File: config.mk
export PLATFORM = sky130hd
export DESIGN_NAME = rf_frontend_tuning_words
export DESIGN_NICKNAME = d
export VERILOG_FILES = /design/src/rtl/core/rftw_pkg.sv /design/src/rtl/core/rf_frontend_tuning_words.sv /design/src/rtl/core/rftw_band_select.sv
export VERILOG_INCLUDE_DIRS = /design/src /design/src/rtl/core
export SDC_FILE = /design/constraint.sdc
export NUM_CORES = 1
export LEC_CHECK = 0
export BUFFER_PORTS_ARGS = -buffer_cell sky130_fd_sc_hd__buf_2
export CAP_MARGIN = 20
export CORE_AREA = 2 2 218 220
export DETAILED_ROUTE_END_ITERATION = 10
export DIE_AREA = 0 0 220 222
export PLACE_DENSITY = 0.86
export SLEW_MARGIN = 20
export SYNTH_ARGS = -nofsm -noshare
export SYNTH_HDL_FRONTEND = slang
export SYNTH_SLANG_ARGS = --single-unit
export TNS_END_PERCENT = 30
File: constraint.sdc
create_clock -name clock -period 8.1 [get_ports clock]
set_clock_uncertainty 0.15 [all_clocks]
set_input_delay 1.215 -clock clock [delete_from_list [all_inputs] [get_ports clock]]
set_output_delay 1.215 -clock clock [all_outputs]
set_load 0.005 [all_outputs]
File: src/rtl/core/rf_frontend_tuning_words_assert.svh
// Assertion macros for the tuning-word RTL.
// Define NO_ASSERTIONS to compile them out.
`ifndef RF_FRONTEND_TUNING_WORDS_ASSERT_SVH
`define RF_FRONTEND_TUNING_WORDS_ASSERT_SVH

`ifndef NO_ASSERTIONS

// Same-cycle implication
`define RFTW_ASSERT_IMPLIES(label, clk, rst, ante, cons) \
   label: assert property (@(posedge clk) disable iff (rst) (ante) |-> (cons)) \
      else $error("rf_frontend_tuning_words: assertion failed");

// Next-cycle implication
`define RFTW_ASSERT_NEXT(label, clk, rst, ante, cons) \
   label: assert property (@(posedge clk) disable iff (rst) (ante) |=> (cons)) \
      else $error("rf_frontend_tuning_words: assertion failed");

`else

`define RFTW_ASSERT_IMPLIES(label, clk, rst, ante, cons)
`define RFTW_ASSERT_NEXT(label, clk, rst, ante, cons)

`endif

`endif

File: src/rtl/core/rftw_pkg.sv
package rftw_pkg;

   // Frequency range
   localparam int unsigned HZ_W = 26;
   localparam logic [HZ_W-1:0] HZ_LIMIT = 26'd61440000;

   // Phase word: floor((hz*65536 + 937) / 1875), i.e. rounded hz*2^32/122.88e6
   localparam int unsigned PHASE_W      = 32;
   localparam int unsigned PHASE_DIVISOR = 1875;
   localparam int unsigned QUOT_HI_W    = 16;   // hz / 1875 <= 32768
   localparam int unsigned REM_W        = 11;   // remainder < 1875
   localparam int unsigned FRAC_X_W     = 27;   // remainder*65536 + 937
   localparam logic [FRAC_X_W-1:0] PHASE_ROUND_BIAS = 27'd937;

   // Reciprocal for the coarse quotient (exact for inputs below 2^26)
   localparam int unsigned RECIP_A_SHIFT = 37;
   localparam int unsigned RECIP_A_W     = 27;
   localparam logic [RECIP_A_W-1:0] RECIP_A =
      RECIP_A_W'(((64'd1 << RECIP_A_SHIFT) + 64'd1874) / 64'd1875);
   localparam int unsigned PROD_A_W = HZ_W + RECIP_A_W;

   // Reciprocal for the fractional quotient (exact for inputs below 2^27)
   localparam int unsigned RECIP_B_SHIFT = 38;
   localparam int unsigned RECIP_B_W     = 28;
   localparam logic [RECIP_B_W-1:0] RECIP_B =
      RECIP_B_W'(((64'd1 << RECIP_B_SHIFT) + 64'd1874) / 64'd1875);
   localparam int unsigned PROD_B_W = FRAC_X_W + RECIP_B_W;

   // Receive filter thresholds
   localparam logic [HZ_W-1:0] RX_LIM_BYPASS = 26'd1500000;
   localparam logic [HZ_W-1:0] RX_LIM_6M5    = 26'd6500000;
   localparam logic [HZ_W-1:0] RX_LIM_9M5    = 26'd9500000;
   localparam logic [HZ_W-1:0] RX_LIM_13M    = 26'd13000000;
   localparam logic [HZ_W-1:0] RX_LIM_20M    = 26'd20000000;
   localparam logic [HZ_W-1:0] RX_LIM_50M    = 26'd50000000;

   // Transmit low-pass thresholds
   localparam logic [HZ_W-1:0] TX_LIM_2M     = 26'd2000000;
   localparam logic [HZ_W-1:0] TX_LIM_4M     = 26'd4000000;
   localparam logic [HZ_W-1:0] TX_LIM_7M3    = 26'd7300000;
   localparam logic [HZ_W-1:0] TX_LIM_14M35  = 26'd14350000;
   localparam logic [HZ_W-1:0] TX_LIM_21M45  = 26'd21450000;
   localparam logic [HZ_W-1:0] TX_LIM_29M7   = 26'd29700000;

   // Filter word bit positions
   localparam int unsigned RX_BIT_BYPASS = 12;
   localparam int unsigned RX_BIT_6M5    = 6;
   localparam int unsigned RX_BIT_9M5    = 5;
   localparam int unsigned RX_BIT_13M    = 4;
   localparam int unsigned RX_BIT_20M    = 1;
   localparam int unsigned RX_BIT_50M    = 2;
   localparam int unsigned RX_BIT_HIGH   = 3;

   localparam int unsigned TX_BIT_2M     = 7;
   localparam int unsigned TX_BIT_4M     = 6;
   localparam int unsigned TX_BIT_7M3    = 5;
   localparam int unsigned TX_BIT_14M35  = 4;
   localparam int unsigned TX_BIT_21M45  = 15;
   localparam int unsigned TX_BIT_29M7   = 14;
   localparam int unsigned TX_BIT_HIGH   = 13;

   localparam int unsigned TX_BIT_ANT1   = 8;
   localparam int unsigned TX_BIT_ANT2   = 9;
   localparam int unsigned TX_BIT_ANT3   = 10;

   // Antenna register
   localparam int unsigned ANT_W = 2;
   localparam logic [ANT_W-1:0] ANT_1 = 2'd1;
   localparam logic [ANT_W-1:0] ANT_2 = 2'd2;
   localparam logic [ANT_W-1:0] ANT_3 = 2'd3;

   localparam int unsigned FILT_W = 16;

   typedef struct packed {
      logic [FILT_W-1:0] rx_word;
      logic [FILT_W-1:0] tx_word;
   } rftw_filter_type;

endpackage

File: src/rtl/core/rf_frontend_tuning_words.sv
// Results leave the stage 6 register on the rsp_ side in input order.
// Throughput: one item per cycle; the six-stage pipeline (two reciprocal
// multiplies, each with its own register) sets the depth, not the rate.
// A stalled output holds its stage; empty stages upstream still fill.
// Reset (synchronous, active high) clears all stage valid bits and sets the
// antenna register to 1. No clearing pass is needed.
module rf_frontend_tuning_words (
   input  logic                         clock,
   input  logic                         reset,
   // Input channel
   input  logic                         req_valid,
   output logic                         req_stall,
   input  logic [rftw_pkg::HZ_W-1:0]    req_dial_hz,
   // Result channel
   output logic                         rsp_valid,
   input  logic                         rsp_stall,
   output logic [rftw_pkg::PHASE_W-1:0] rsp_phase_word,
   output logic [rftw_pkg::FILT_W-1:0]  rsp_rx_filter_word,
   output logic [rftw_pkg::FILT_W-1:0]  rsp_tx_filter_word,
   // Configuration write channel
   input  logic                         csr_valid,
   output logic                         csr_ready,
   input  logic [rftw_pkg::ANT_W-1:0]   csr_trx_antenna
);
   import rftw_pkg::*;

`include "rf_frontend_tuning_words_assert.svh"

   // Antenna register
   logic [ANT_W-1:0] antenna_ff;
   logic [ANT_W-1:0] antenna_in;

   assign csr_ready = 1'b1;

   always_comb begin
      antenna_in = antenna_ff;
      if (csr_valid && csr_ready) begin
         antenna_in = csr_trx_antenna;
      end
   end

   always_ff @(posedge clock) begin
      if (reset) begin
         antenna_ff <= ANT_1;
      end else begin
         antenna_ff <= antenna_in;
      end
   end

   // Stage valid bits and per-stage advance
   logic v1_ff, v2_ff, v3_ff, v4_ff, v5_ff, v6_ff;
   logic en1, en2, en3, en4, en5, en6;

   assign en6 = !v6_ff || !rsp_stall;
   assign en5 = !v5_ff || en6;
   assign en4 = !v4_ff || en5;
   assign en3 = !v3_ff || en4;
   assign en2 = !v2_ff || en3;
   assign en1 = !v1_ff || en2;

   assign req_stall = !en1;

   always_ff @(posedge clock) begin
      if (reset) begin
         v1_ff <= 1'b0;
         v2_ff <= 1'b0;
         v3_ff <= 1'b0;
         v4_ff <= 1'b0;
         v5_ff <= 1'b0;
         v6_ff <= 1'b0;
      end else begin
         if (en1) v1_ff <= req_valid;
         if (en2) v2_ff <= v1_ff;
         if (en3) v3_ff <= v2_ff;
         if (en4) v4_ff <= v3_ff;
         if (en5) v5_ff <= v4_ff;
         if (en6) v6_ff <= v5_ff;
      end
   end

   // Stage 1: saturate and pick the filter words
   logic [HZ_W-1:0]  hz_in;
   rftw_filter_type  filt_in;
   logic [HZ_W-1:0]  hz1_ff;
   rftw_filter_type  filt1_ff;

   assign hz_in = (req_dial_hz > HZ_LIMIT) ? HZ_LIMIT : req_dial_hz;

   rftw_band_select u_band_select (
      .hz      (hz_in),
      .antenna (antenna_ff),
      .words   (filt_in)
   );

   always_ff @(posedge clock) begin
      if (en1) begin
         hz1_ff   <= hz_in;
         filt1_ff <= filt_in;
      end
   end

   // Stage 2: coarse quotient product hz * (2^37 / 1875)
   logic [PROD_A_W-1:0] prod_a_in;
   logic [PROD_A_W-1:0] prod_a2_ff;
   logic [HZ_W-1:0]     hz2_ff;
   rftw_filter_type     filt2_ff;

   assign prod_a_in = PROD_A_W'(hz1_ff) * PROD_A_W'(RECIP_A);

   always_ff @(posedge clock) begin
      if (en2) begin
         prod_a2_ff <= prod_a_in;
         hz2_ff     <= hz1_ff;
         filt2_ff   <= filt1_ff;
      end
   end

   // Stage 3: coarse quotient hz / 1875
   logic [QUOT_HI_W-1:0] quot3_ff;
   logic [HZ_W-1:0]      hz3_ff;
   rftw_filter_type      filt3_ff;

   always_ff @(posedge clock) begin
      if (en3) begin
         quot3_ff <= prod_a2_ff[RECIP_A_SHIFT +: QUOT_HI_W];
         hz3_ff   <= hz2_ff;
         filt3_ff <= filt2_ff;
      end
   end

   // Stage 4: remainder hz - quot * 1875
   logic [HZ_W-1:0]      quot_scaled;
   logic [HZ_W-1:0]      rem_full;
   logic [REM_W-1:0]     rem4_ff;
   logic [QUOT_HI_W-1:0] quot4_ff;
   rftw_filter_type      filt4_ff;

   assign quot_scaled = HZ_W'(quot3_ff) * HZ_W'(PHASE_DIVISOR);
   assign rem_full    = hz3_ff - quot_scaled;

   always_ff @(posedge clock) begin
      if (en4) begin
         rem4_ff  <= rem_full[REM_W-1:0];
         quot4_ff <= quot3_ff;
         filt4_ff <= filt3_ff;
      end
   end

   // Stage 5: fractional product (rem*65536 + 937) * (2^38 / 1875)
   logic [FRAC_X_W-1:0]  frac_x;
   logic [PROD_B_W-1:0]  prod_b_in;
   logic [PROD_B_W-1:0]  prod_b5_ff;
   logic [QUOT_HI_W-1:0] quot5_ff;
   rftw_filter_type      filt5_ff;

   assign frac_x    = {rem4_ff, {QUOT_HI_W{1'b0}}} + PHASE_ROUND_BIAS;
   assign prod_b_in = PROD_B_W'(frac_x) * PROD_B_W'(RECIP_B);

   always_ff @(posedge clock) begin
      if (en5) begin
         prod_b5_ff <= prod_b_in;
         quot5_ff   <= quot4_ff;
         filt5_ff   <= filt4_ff;
      end
   end

   // Stage 6: output register; low half is the fractional quotient (< 65536)
   logic [PHASE_W-1:0] phase6_ff;
   rftw_filter_type    filt6_ff;

   always_ff @(posedge clock) begin
      if (en6) begin
         phase6_ff <= {quot5_ff, prod_b5_ff[RECIP_B_SHIFT +: QUOT_HI_W]};
         filt6_ff  <= filt5_ff;
      end
   end

   assign rsp_valid          = v6_ff;
   assign rsp_phase_word     = phase6_ff;
   assign rsp_rx_filter_word = filt6_ff.rx_word;
   assign rsp_tx_filter_word = filt6_ff.tx_word;

   // Checks
   `RFTW_ASSERT_IMPLIES(a_quot_range, clock, reset, v3_ff, quot3_ff <= 16'd32768)
   `RFTW_ASSERT_IMPLIES(a_rem_range, clock, reset, v4_ff, rem4_ff < 11'd1875)
   `RFTW_ASSERT_IMPLIES(a_phase_range, clock, reset, rsp_valid,
                        rsp_phase_word <= 32'h8000_0000)
   `RFTW_ASSERT_IMPLIES(a_rx_onehot, clock, reset, rsp_valid, $onehot(rsp_rx_filter_word))
   `RFTW_ASSERT_IMPLIES(a_tx_two_bits, clock, reset, rsp_valid,
                        $countones(rsp_tx_filter_word) == 2)
   `RFTW_ASSERT_NEXT(a_accept_lands, clock, reset, req_valid && !req_stall, v1_ff)

endmodule

File: src/rtl/core/rftw_band_select.sv
module rftw_band_select (
   input  logic [rftw_pkg::HZ_W-1:0]  hz,
   input  logic [rftw_pkg::ANT_W-1:0] antenna,
   output rftw_pkg::rftw_filter_type  words
);
   import rftw_pkg::*;

   logic [FILT_W-1:0] rx_word;
   logic [FILT_W-1:0] lpf_word;
   logic [FILT_W-1:0] ant_word;

   // Receive band-pass / high-pass select
   always_comb begin
      rx_word = '0;
      if (hz < RX_LIM_BYPASS) begin
         rx_word[RX_BIT_BYPASS] = 1'b1;
      end else if (hz < RX_LIM_6M5) begin
         rx_word[RX_BIT_6M5] = 1'b1;
      end else if (hz < RX_LIM_9M5) begin
         rx_word[RX_BIT_9M5] = 1'b1;
      end else if (hz < RX_LIM_13M) begin
         rx_word[RX_BIT_13M] = 1'b1;
      end else if (hz < RX_LIM_20M) begin
         rx_word[RX_BIT_20M] = 1'b1;
      end else if (hz < RX_LIM_50M) begin
         rx_word[RX_BIT_50M] = 1'b1;
      end else begin
         rx_word[RX_BIT_HIGH] = 1'b1;
      end
   end

   // Transmit low-pass select
   always_comb begin
      lpf_word = '0;
      if (hz < TX_LIM_2M) begin
         lpf_word[TX_BIT_2M] = 1'b1;
      end else if (hz < TX_LIM_4M) begin
         lpf_word[TX_BIT_4M] = 1'b1;
      end else if (hz < TX_LIM_7M3) begin
         lpf_word[TX_BIT_7M3] = 1'b1;
      end else if (hz < TX_LIM_14M35) begin
         lpf_word[TX_BIT_14M35] = 1'b1;
      end else if (hz < TX_LIM_21M45) begin
         lpf_word[TX_BIT_21M45] = 1'b1;
      end else if (hz < TX_LIM_29M7) begin
         lpf_word[TX_BIT_29M7] = 1'b1;
      end else begin
         lpf_word[TX_BIT_HIGH] = 1'b1;
      end
   end

   // Antenna route; zero falls back to antenna 1
   always_comb begin
      ant_word = '0;
      case (antenna)
         ANT_2:   ant_word[TX_BIT_ANT2] = 1'b1;
         ANT_3:   ant_word[TX_BIT_ANT3] = 1'b1;
         default: ant_word[TX_BIT_ANT1] = 1'b1;
      endcase
   end

   assign words.rx_word = rx_word;
   assign words.tx_word = lpf_word | ant_word;

endmodule

# --- Word-level counts from Yosys, hierarchy flattened ---
# Cells that the tools add are included.
# W data, S select, Z words.
op_classes:
  n_addsub: 2
  multipliers: 3
  order_cmp: 13
  eq_ne: 2
  mux: 26
  bitwise_logic: 1
  n_reduce_logical: 19
ops:
  columns: ["op", "n"]
  rows:
  - ["$lt A26 B24 Y1 const B", 3]
  - ["$lt A26 B25 Y1 const B", 3]
  - ["$mul A27 B28 Y54 const B", 1]
  - ["$lt A26 B21 Y1 const B", 2]
  - ["$lt A26 B23 Y1 const B", 2]
  - ["$mul A26 B24 Y50 const B", 1]
  - ["$add A27 B10 Y27 const B", 1]
  - ["$gt A26 B26 Y1 const B", 1]
  - ["$lt A26 B22 Y1 const B", 1]
  - ["$lt A26 B26 Y1 const B", 1]
  - ["$mux W26", 1]
  - ["$mux W1", 18]
  - ["$mul A16 B11 Y11 const B", 1]
  - ["$or A16 B11 Y16", 1]
  - ["$mux W3", 5]
  - ["$sub A11 B11 Y11", 1]
  - ["$logic_not A1 Y1", 8]
  - ["$logic_or A1 B1 Y1", 6]
  - ["$reduce_or A5 Y1", 1]
  - ["$eq A2 B2 Y1 const B", 2]
  - ["$mux W2", 2]
  - ["$reduce_or A2 Y1", 2]
  - ["$reduce_or A4 Y1", 1]
  - ["$reduce_or A3 Y1", 1]
totals:
  register_bits: 389
  output_inout_bits: 67
  elab_cells: 100

# --- Logic depth before layout (Yosys ltp) ---
# Gate-level depths: netlist of the first run.
depth:
  ltp_word: 10
  ltp_mapped: 25
  ltp_nobuf: 25

# --- Modules after synthesis ---
# Synthesis of the first run repeated with hierarchy kept, for this count alone.
hier_totals:
  cells_unflattened: 2426
  hier_area_um2: 30354.1
by_module_without_submodules:
  columns: ["mod", "instances", "cells_each", "area_per_inst_um2"]
  rows:
  - ["rf_frontend_tuning_words", 1, 2270, 29393.2]
  - ["rftw_band_select", 1, 156, 960.9]

# --- Worst setup path before layout of the first run ---
# No wires, ideal clock.
synth_path:
  path_type: "flip-flop to flip-flop"
  start: "register hz1_ff[10]"
  end: "register prod_a2_ff[43], data pin"
  setup_ps: 258
  arrival_ps: 5990
  required_time_ps: 7692
  slack_ps: 1702
  stages_incl_launch_ff: 22
  n_path_buf: 0
  synth_period_minus_slack_ps: 6398
  path_cell_list: "edfxtp_1 -> fa_1 -> inv_1 -> fa_1 -> fa_1 -> inv_1 -> fa_1 -> fa_1 -> fa_1 -> inv_1 -> fa_1 -> inv_1 -> ha_1 -> a21oi_1 -> a21oi_1 -> a2111oi_0 -> o211ai_1 -> nor2_1 -> o21ai_0 -> a21o_1 -> a21oi_1 -> xnor2_1"
synth_via:
  elab_chain_len: 1
synth_rtl:
  columns: ["element", "line_no", "rtl"]
  rows:
  - ["start, declared", "rf_frontend_tuning_words.sv:84", "logic [HZ_W-1:0] hz1_ff;"]
  - ["start signal, assigned", "rf_frontend_tuning_words.sv:97", "hz1_ff <= hz_in;"]
  - ["$mul A26 B24 Y50", "rf_frontend_tuning_words.sv:108", "assign prod_a_in = PROD_A_W'(hz1_ff) * PROD_A_W'(RECIP_A);"]
  - ["named net prod_a_in[43]", "rf_frontend_tuning_words.sv:103", "logic [PROD_A_W-1:0] prod_a_in;"]
  - ["end signal, assigned", "rf_frontend_tuning_words.sv:112", "prod_a2_ff <= prod_a_in;"]
  - ["end, declared", "rf_frontend_tuning_words.sv:104", "logic [PROD_A_W-1:0] prod_a2_ff;"]
# The timed path passes the listed nets, and every way through them passes these cells.
# A chain may end at the register's enable or synchronous reset.

# --- Worst setup path in the final report of the first run ---
layout_path:
  start: "register hz1_ff[10]"
  end: "register prod_a2_ff[45], data pin"
# Same word-level chain as after synthesis.

==> results of run 1 <==
## layout by cell type, fill, tap and decap left out, types with 17 or more instances in the layout
| master | instances |
|---|---|
| nor2_1 | 46 |
| nor3_1 | 17 |
| ha_1 | 466 |
| a21oi_1 | 68 |
| a21o_1 | 27 |
| edfxtp_1 | 273 |
| fa_1 | 373 |
| buf_2 | 83 |
| inv_1 | 611 |
| nand2_1 | 45 |
| o21ai_0 | 30 |
| clkbuf_16 | 31 |
| xnor2_1 | 42 |
| and2_1 | 23 |
| nand3_1 | 21 |
| xor2_1 | 18 |
## cells by family (layout without fill, tap and decap cells)
group / after synthesis / count (layout) / share of synthesized area (%)
mux: 1 / 1 / 0.0364
buf+inv: 651 / 762 / 9.11
fa+ha+maj: 839 / 839 / 48.4
other cells: 2 / 16 / 0.0273
compound gates: 219 / 219 / 5.38
simple gates: 242 / 242 / 4.64
xor+xnor: 61 / 61 / 2.00
flops: 281 / 281 / 30.4
## layer usage
metal,wire [um],track usage (%)
met1,24400,33.7
met2,31100,46.3
met3,3020,3.22
met4,1680,6.58
met5,0,0
## layout make-up
class / instances / area share, %
Timing Repair Buffer: 94 / 1.73
Clock buffer: 35 / 2.67
Sequential cell: 281 / 28.2
Clock inverter: 20 / 0.613
Multi-Input combinational cell: 1378 / 56.4
Tap cell: 607 / 2.57
Inverter: 613 / 7.78
## final timing paths
check	start	endpoint	slack, ps	cells after the start
setup / recovery	hz1_ff[10]	prod_a2_ff[45]	620	21
hold / removal	prod_b5_ff[41]	rsp_phase_word[3]	260	0
setup reg to reg	hz1_ff[10]	prod_a2_ff[45]	620	21
hold reg to reg	prod_b5_ff[41]	rsp_phase_word[3]	260	0
## sequential cells by signal, summed over array words and instances (netlist names), 2 cells and up
register            flops
rem4_ff                11
rsp_rx_filter_word      7
filt4_ff               17
hz1_ff                 26
hz2_ff                 11
quot4_ff               16
rsp_tx_filter_word     10
prod_a2_ff             16
filt2_ff               17
prod_b5_ff             16
antenna_ff              2
quot3_ff               16
filt3_ff               17
quot5_ff               16
hz3_ff                 11
rsp_phase_word         32
filt1_ff               17
filt5_ff               17
## per-stage QoR
stage | utilization (%) | hold WS (ps) | instances | setup WS [ps] | cell area (sq um)
floorplan | - | 250 | 2310 | 1700 | 27500
global placement | 61.8 | 250 | 2972 | 1030 | 28600
detailed placement | 61.8 | 255 | 2973 | 784 | 28600
CTS | 63.9 | 259 | 3028 | 728 | 29600
global route | 64.0 | 271 | 3028 | 314 | 29600
finish | 64.0 | 261 | 3028 | 621 | 29600
==> run metrics, run 1 <==
Max Slew Vio Count 0; top cells by area, synth edfxtp_1 (30%), fa_1 (27%), ha_1 (21%); area of the die 0.0488 sq mm; first-pass GRT wire length 98000 um; setup violators final 0; Die Wd 220 um; gpl congestion 0.988; Synth Instances 2296; Syn Area/Cell 12.0 sq um; drt drc 0; PortBufs 83; First DRT Iteration DRCs 1021; Die Span Y 222 um; Async SR Flop Fraction 0%; Crit Path Class register to register; Clock Latency Late Sink 570 ps; Slew headroom 47.8%; total routed wirelength 60100 um; most frequent cells after synthesis inv_1 (613), ha_1 (466), fa_1 (373); critical-path cell list fa_1 > inv_1 > fa_1 > fa_1 > inv_1 > fa_1 > fa_1 > fa_1 > inv_1 > fa_1 > inv_1 > ha_1 > a21oi_1 > a21oi_1 > a2111oi_0 > o211ai_1 > nor2_1 > o21ai_0 > a21o_1 > a21oi_1 > xnor2_1; # nets final 3270; FF+latch count, synth 281; Worst Tran Pin Value 783 ps; data required time of the worst path 8250 ps; Hold Buf Count CTS 0; Worst Hold Class register to register; initial antenna violation count 0; WP buf/inv 4; peak fanout along the critical path 10; CP Capture Type register; Post-synth EDFFs 273; worst endpoint data arrival time 7630 ps; total setup buffers inserted after CTS 0; RSZ-0062 raised after global routing false; detailed placer's ending HPWL 49700 um; largest net degree at the start of global routing 50; total global-route track usage 26.0%; Max stage delay on crit path 660 ps; Post-CTS Resized 0; yosys warns 0; number of global-route vias before repair 18.6k; Vias 16.7k; startpoint class of the critical path register; Mapped Area 0.0275 sq mm; Max Cap Violations 0; average wire per standard cell 19.9 um; register area share after synthesis 30.4%; slowest CP cell edfxtp_1; share of cells above drive strength 1 6.65%; ANT nets after route 0; status finished, final reports clean; Initial Utilization 59.4%; fmax 134 MHz; n_diodes 0; CTS Sinks 281; post-synth top area cell edfxtp_1; cell mode on critical path fa_1; Core Region 0.0463 sq mm; io pins 100; Main synth FF type edfxtp_1; Row Count 79; clock-pin slew on the worst setup and hold paths 70 ps; vias per cell 5.50; Fillers 3498; multi-input logic area 0.0167 sq mm; Final Hold Fails 0; top cell type's share of synthesized area 29.8%; top-count cell post-synth inv_1; Unique masters post-synth 71; CTS Root Cell clkbuf_16; DRT Pass-1 Iters 5; Register Area 0.00836 sq mm; Final Cycle Share 92.3%; gr ovfl total 0; total CTS buffers 30; CP delay by family, top adder cells; area delta synth->final 7.70%; final worst path period need 7480 ps; CTS max path bufs 3; H-tree levels 1; final setup TNS 0 ps; CTS tree yes
Power of run 1 is not shown: default switching activity piles up to over one toggle a cycle in this logic, so the estimate is an artifact.
==> inputs of run 2 (changes only) <==
--- a/config.mk
+++ b/config.mk
@@ -6,12 +6,13 @@
 export SDC_FILE = /design/constraint.sdc
 export NUM_CORES = 1
 export LEC_CHECK = 0
+export ABC_AREA = 1
 export BUFFER_PORTS_ARGS = -buffer_cell sky130_fd_sc_hd__buf_2
 export CAP_MARGIN = 20
-export CORE_AREA = 2 2 218 220
+export CORE_AREA = 2 2 325 327
 export DETAILED_ROUTE_END_ITERATION = 10
-export DIE_AREA = 0 0 220 222
-export PLACE_DENSITY = 0.86
+export DIE_AREA = 0 0 327 329
+export PLACE_DENSITY = 0.52
 export SLEW_MARGIN = 20
 export SYNTH_ARGS = -nofsm -noshare
 export SYNTH_HDL_FRONTEND = slang
==> run 2 against run 1 <==
Compared with the run above: die area up 120%; critical path depth unchanged; critical endpoint is now prod_a2_ff[40]; critical path type unchanged; sequential cell count unchanged; register-to-register slack better by 810 ps; worst setup slack better by 810 ps; utilization down 32 points; largest cell class unchanged; wire length up 29%; non-clock buffer count down 3; final cell count up 50%; hold slack worse by 2.8 ps; synthesized cell count up 31%; area after synthesis up 8.9%.
==> run metrics, run 2 <==
Main synth FF type edfxtp_1 (unchanged); setup violators final 0 (unchanged); clock-pin slew on the worst setup and hold paths 60 ps (was 70 ps); Synth Area in XOR/XNOR 1.55% (was 2.00%); mux cell area share after synthesis 0% (was 0.0364%); Max Slew Vio Count 0 (unchanged); cell mode on critical path fa_1 (unchanged); RSZ-0062 raised after global routing false (unchanged); startpoint class of the critical path register (unchanged); Row Count 119 (was 79); fmax 150 MHz (was 134 MHz); # nets final 3996 (was 3270); share of cells above drive strength 1 5.62% (was 6.65%); Slew headroom 38.0% (was 47.8%); Mapped Area 0.0299 sq mm (was 0.0275 sq mm); CTS Sinks 281 (unchanged); gr ovfl total 0 (unchanged); Worst Hold Class register to register (unchanged); Initial Utilization 28.7% (was 59.4%); Worst Tran Pin Value 927 ps (was 783 ps); total global-route track usage 14.9% (was 26.0%); top cell type's share of synthesized area 27.4% (was 29.8%); Vias 19.7k (was 16.7k); FF+latch count, synth 281 (unchanged); Synth Instances 3010 (was 2296); most frequent cells after synthesis inv_1 (796), ha_1 (466), fa_1 (373) (was inv_1 (613), ha_1 (466), fa_1 (373)); slowest CP cell edfxtp_1 (unchanged); CTS max path bufs 3 (unchanged); ANT nets after route 0 (unchanged); data required time of the worst path 8330 ps (was 8250 ps); CTS Root Cell clkbuf_16 (unchanged); most common cell after layout, fill and taps aside inv_1 (unchanged); gpl congestion 0.924 (was 0.988); Fillers 10.8k (was 3498); Crit Path Class register to register (unchanged); Hold Buf Count CTS 0 (unchanged); Final Hold Fails 0 (unchanged); area delta synth->final 10.9% (was 7.70%); top-count cell post-synth inv_1 (unchanged); Max stage delay on crit path 690 ps (was 660 ps); status finished, final reports clean (unchanged); first-pass GRT wire length 122000 um (was 98000 um); io pins 100 (unchanged); H-tree levels 2 (was 1); Synth Area in Adders 44.4% (was 48.4%); area of the die 0.108 sq mm (was 0.0488 sq mm); total setup buffers inserted after CTS 0 (unchanged); yosys warns 0 (unchanged); worst endpoint data arrival time 6900 ps (was 7630 ps); First DRT Iteration DRCs 1106 (was 1021); Final Cycle Share 82.3% (was 92.3%); CTS tree yes (unchanged); Unique masters post-synth 42 (was 71); largest net degree at the start of global routing 52 (was 50); largest family of logic cells by synthesized area adder cells (unchanged); drt drc 0 (unchanged); total routed wirelength 77800 um (was 60100 um); PortBufs 83 (unchanged); Max Cap Violations 0 (unchanged); DRT Pass-1 Iters 4 (was 5); number of global-route vias before repair 21.1k (was 18.6k); average wire per standard cell 17.1 um (was 19.9 um); Clock Latency Late Sink 580 ps (was 570 ps); CP Capture Type register (unchanged); Reg with most FFs rsp_phase_word (unchanged); Core Region 0.104 sq mm (was 0.0463 sq mm); Synth Area in Compound Gates 5.19% (was 5.38%); peak fanout along the critical path 11 (was 10); post-synth top area cell edfxtp_1 (unchanged); n_diodes 0 (unchanged); Post-CTS Resized 0 (unchanged); most frequent cells in the layout inv_1 (791), ha_1 (466), fa_1 (373) (was inv_1 (611), ha_1 (466), fa_1 (373)); vias per cell 4.33 (was 5.50); Largest regs rsp_phase_word x32, hz1_ff x26 (unchanged); total CTS buffers 36 (was 30); critical-path cell list fa_1 > inv_1 > fa_1 > fa_1 > fa_1 > fa_1 > inv_1 > fa_1 > inv_1 > fa_1 > inv_1 > ha_1 > nand2_1 > nor2_1 > inv_1 > nor3_1 > nand2_1 > a21oi_1 > o21ai_0 > nand2_1 > xor2_1 (was fa_1 > inv_1 > fa_1 > fa_1 > inv_1 > fa_1 > fa_1 > fa_1 > inv_1 > fa_1 > inv_1 > ha_1 > a21oi_1 > a21oi_1 > a2111oi_0 > o211ai_1 > nor2_1 > o21ai_0 > a21o_1 > a21oi_1 > xnor2_1); Die Wd 327 um (was 220 um); post-synthesis simple-gate area fraction 10.2% (was 4.64%); Async SR Flop Fraction 0% (unchanged); R2R setup slack 1430 ps (was 620 ps); initial antenna violation count 0 (unchanged); register area share after synthesis 27.9% (was 30.4%); detailed placer's ending HPWL 66500 um (was 49700 um); final worst path period need 6670 ps (was 7480 ps); max reg flops 32 (unchanged); Post-synth EDFFs 273 (unchanged); final setup TNS 0 ps (unchanged); top cells by area, synth edfxtp_1 (27%), fa_1 (25%), ha_1 (19%) (was edfxtp_1 (30%), fa_1 (27%), ha_1 (21%)); hold_ws 258 ps (was 261 ps); Die Span Y 329 um (was 222 um); Syn Area/Cell 9.94 sq um (was 12.0 sq um)
## run 2: worst paths after layout
check	start	endpoint	cells after the start
max	hz1_ff[4]	prod_a2_ff[40]	21
min	filt3_ff[5]	filt4_ff[5]	0
max reg2reg	hz1_ff[4]	prod_a2_ff[40]	21
min reg2reg	filt3_ff[5]	filt4_ff[5]	0
## run 2: layout make-up
class | count | area [sq um] | share of cell area (%)
clock inverter | 19 | 214 | 0.645
inverter | 798 | 3000 | 9.03
timing repair buffer | 91 | 475 | 1.43
sequential | 281 | 8360 | 25.2
multi-input combinational | 1916 | 18400 | 55.5
clock buffer | 46 | 990 | 2.98
tap | 1391 | 1740 | 5.24
## run 2: kinds of logic after synthesis
| group | count (synthesis) |
|---|---|
| AOI/OAI and AO/OA | 278 |
| xor gates and xnor gates | 53 |
| adders and majority gates | 839 |
| buffers and inverters | 827 |
| DFF | 281 |
| other | 2 |
| and+or+nand+nor | 730 |
## run 2: stage by stage
stage               std cells  cell area (sq um)  setup WS (ps)  utilization [%]
detailed placement       4477              32000           1430             30.6
global placement         4477              32000           1510             30.6
global route             4542              33200           1100             31.8
finish                   4542              33200           1430             31.8
floorplan                3024              30000            469                -
CTS                      4542              33200           1460             31.8
## run 2: per-layer routing
| metal | vias to the layer above | wire, um | track usage (%) | share of wire (%) |
|---|---|---|---|---|
| met5 | - | 0 | 0 | 0 |
| met2 | 344 | 38300 | 26.0 | 49 |
| met3 | 97 | 2970 | 2.21 | 3.8 |
| li1 | 9701 | - | - | - |
| met4 | 0 | 2090 | 3.99 | 2.7 |
| met1 | 9533 | 34400 | 19.2 | 44 |
## run 2: critical path: cells and delay by family (launching register included)
kind                       cells  cell delay (ps)
AOI/OAI and AO/OA              2              250
buffers and inverters          5              350
and+or+nand+nor                5              830
adders and majority gates      8             3910
xor gates and xnor gates       1              260
DFF                            1              690
Power of run 2 is left out for the same reason.
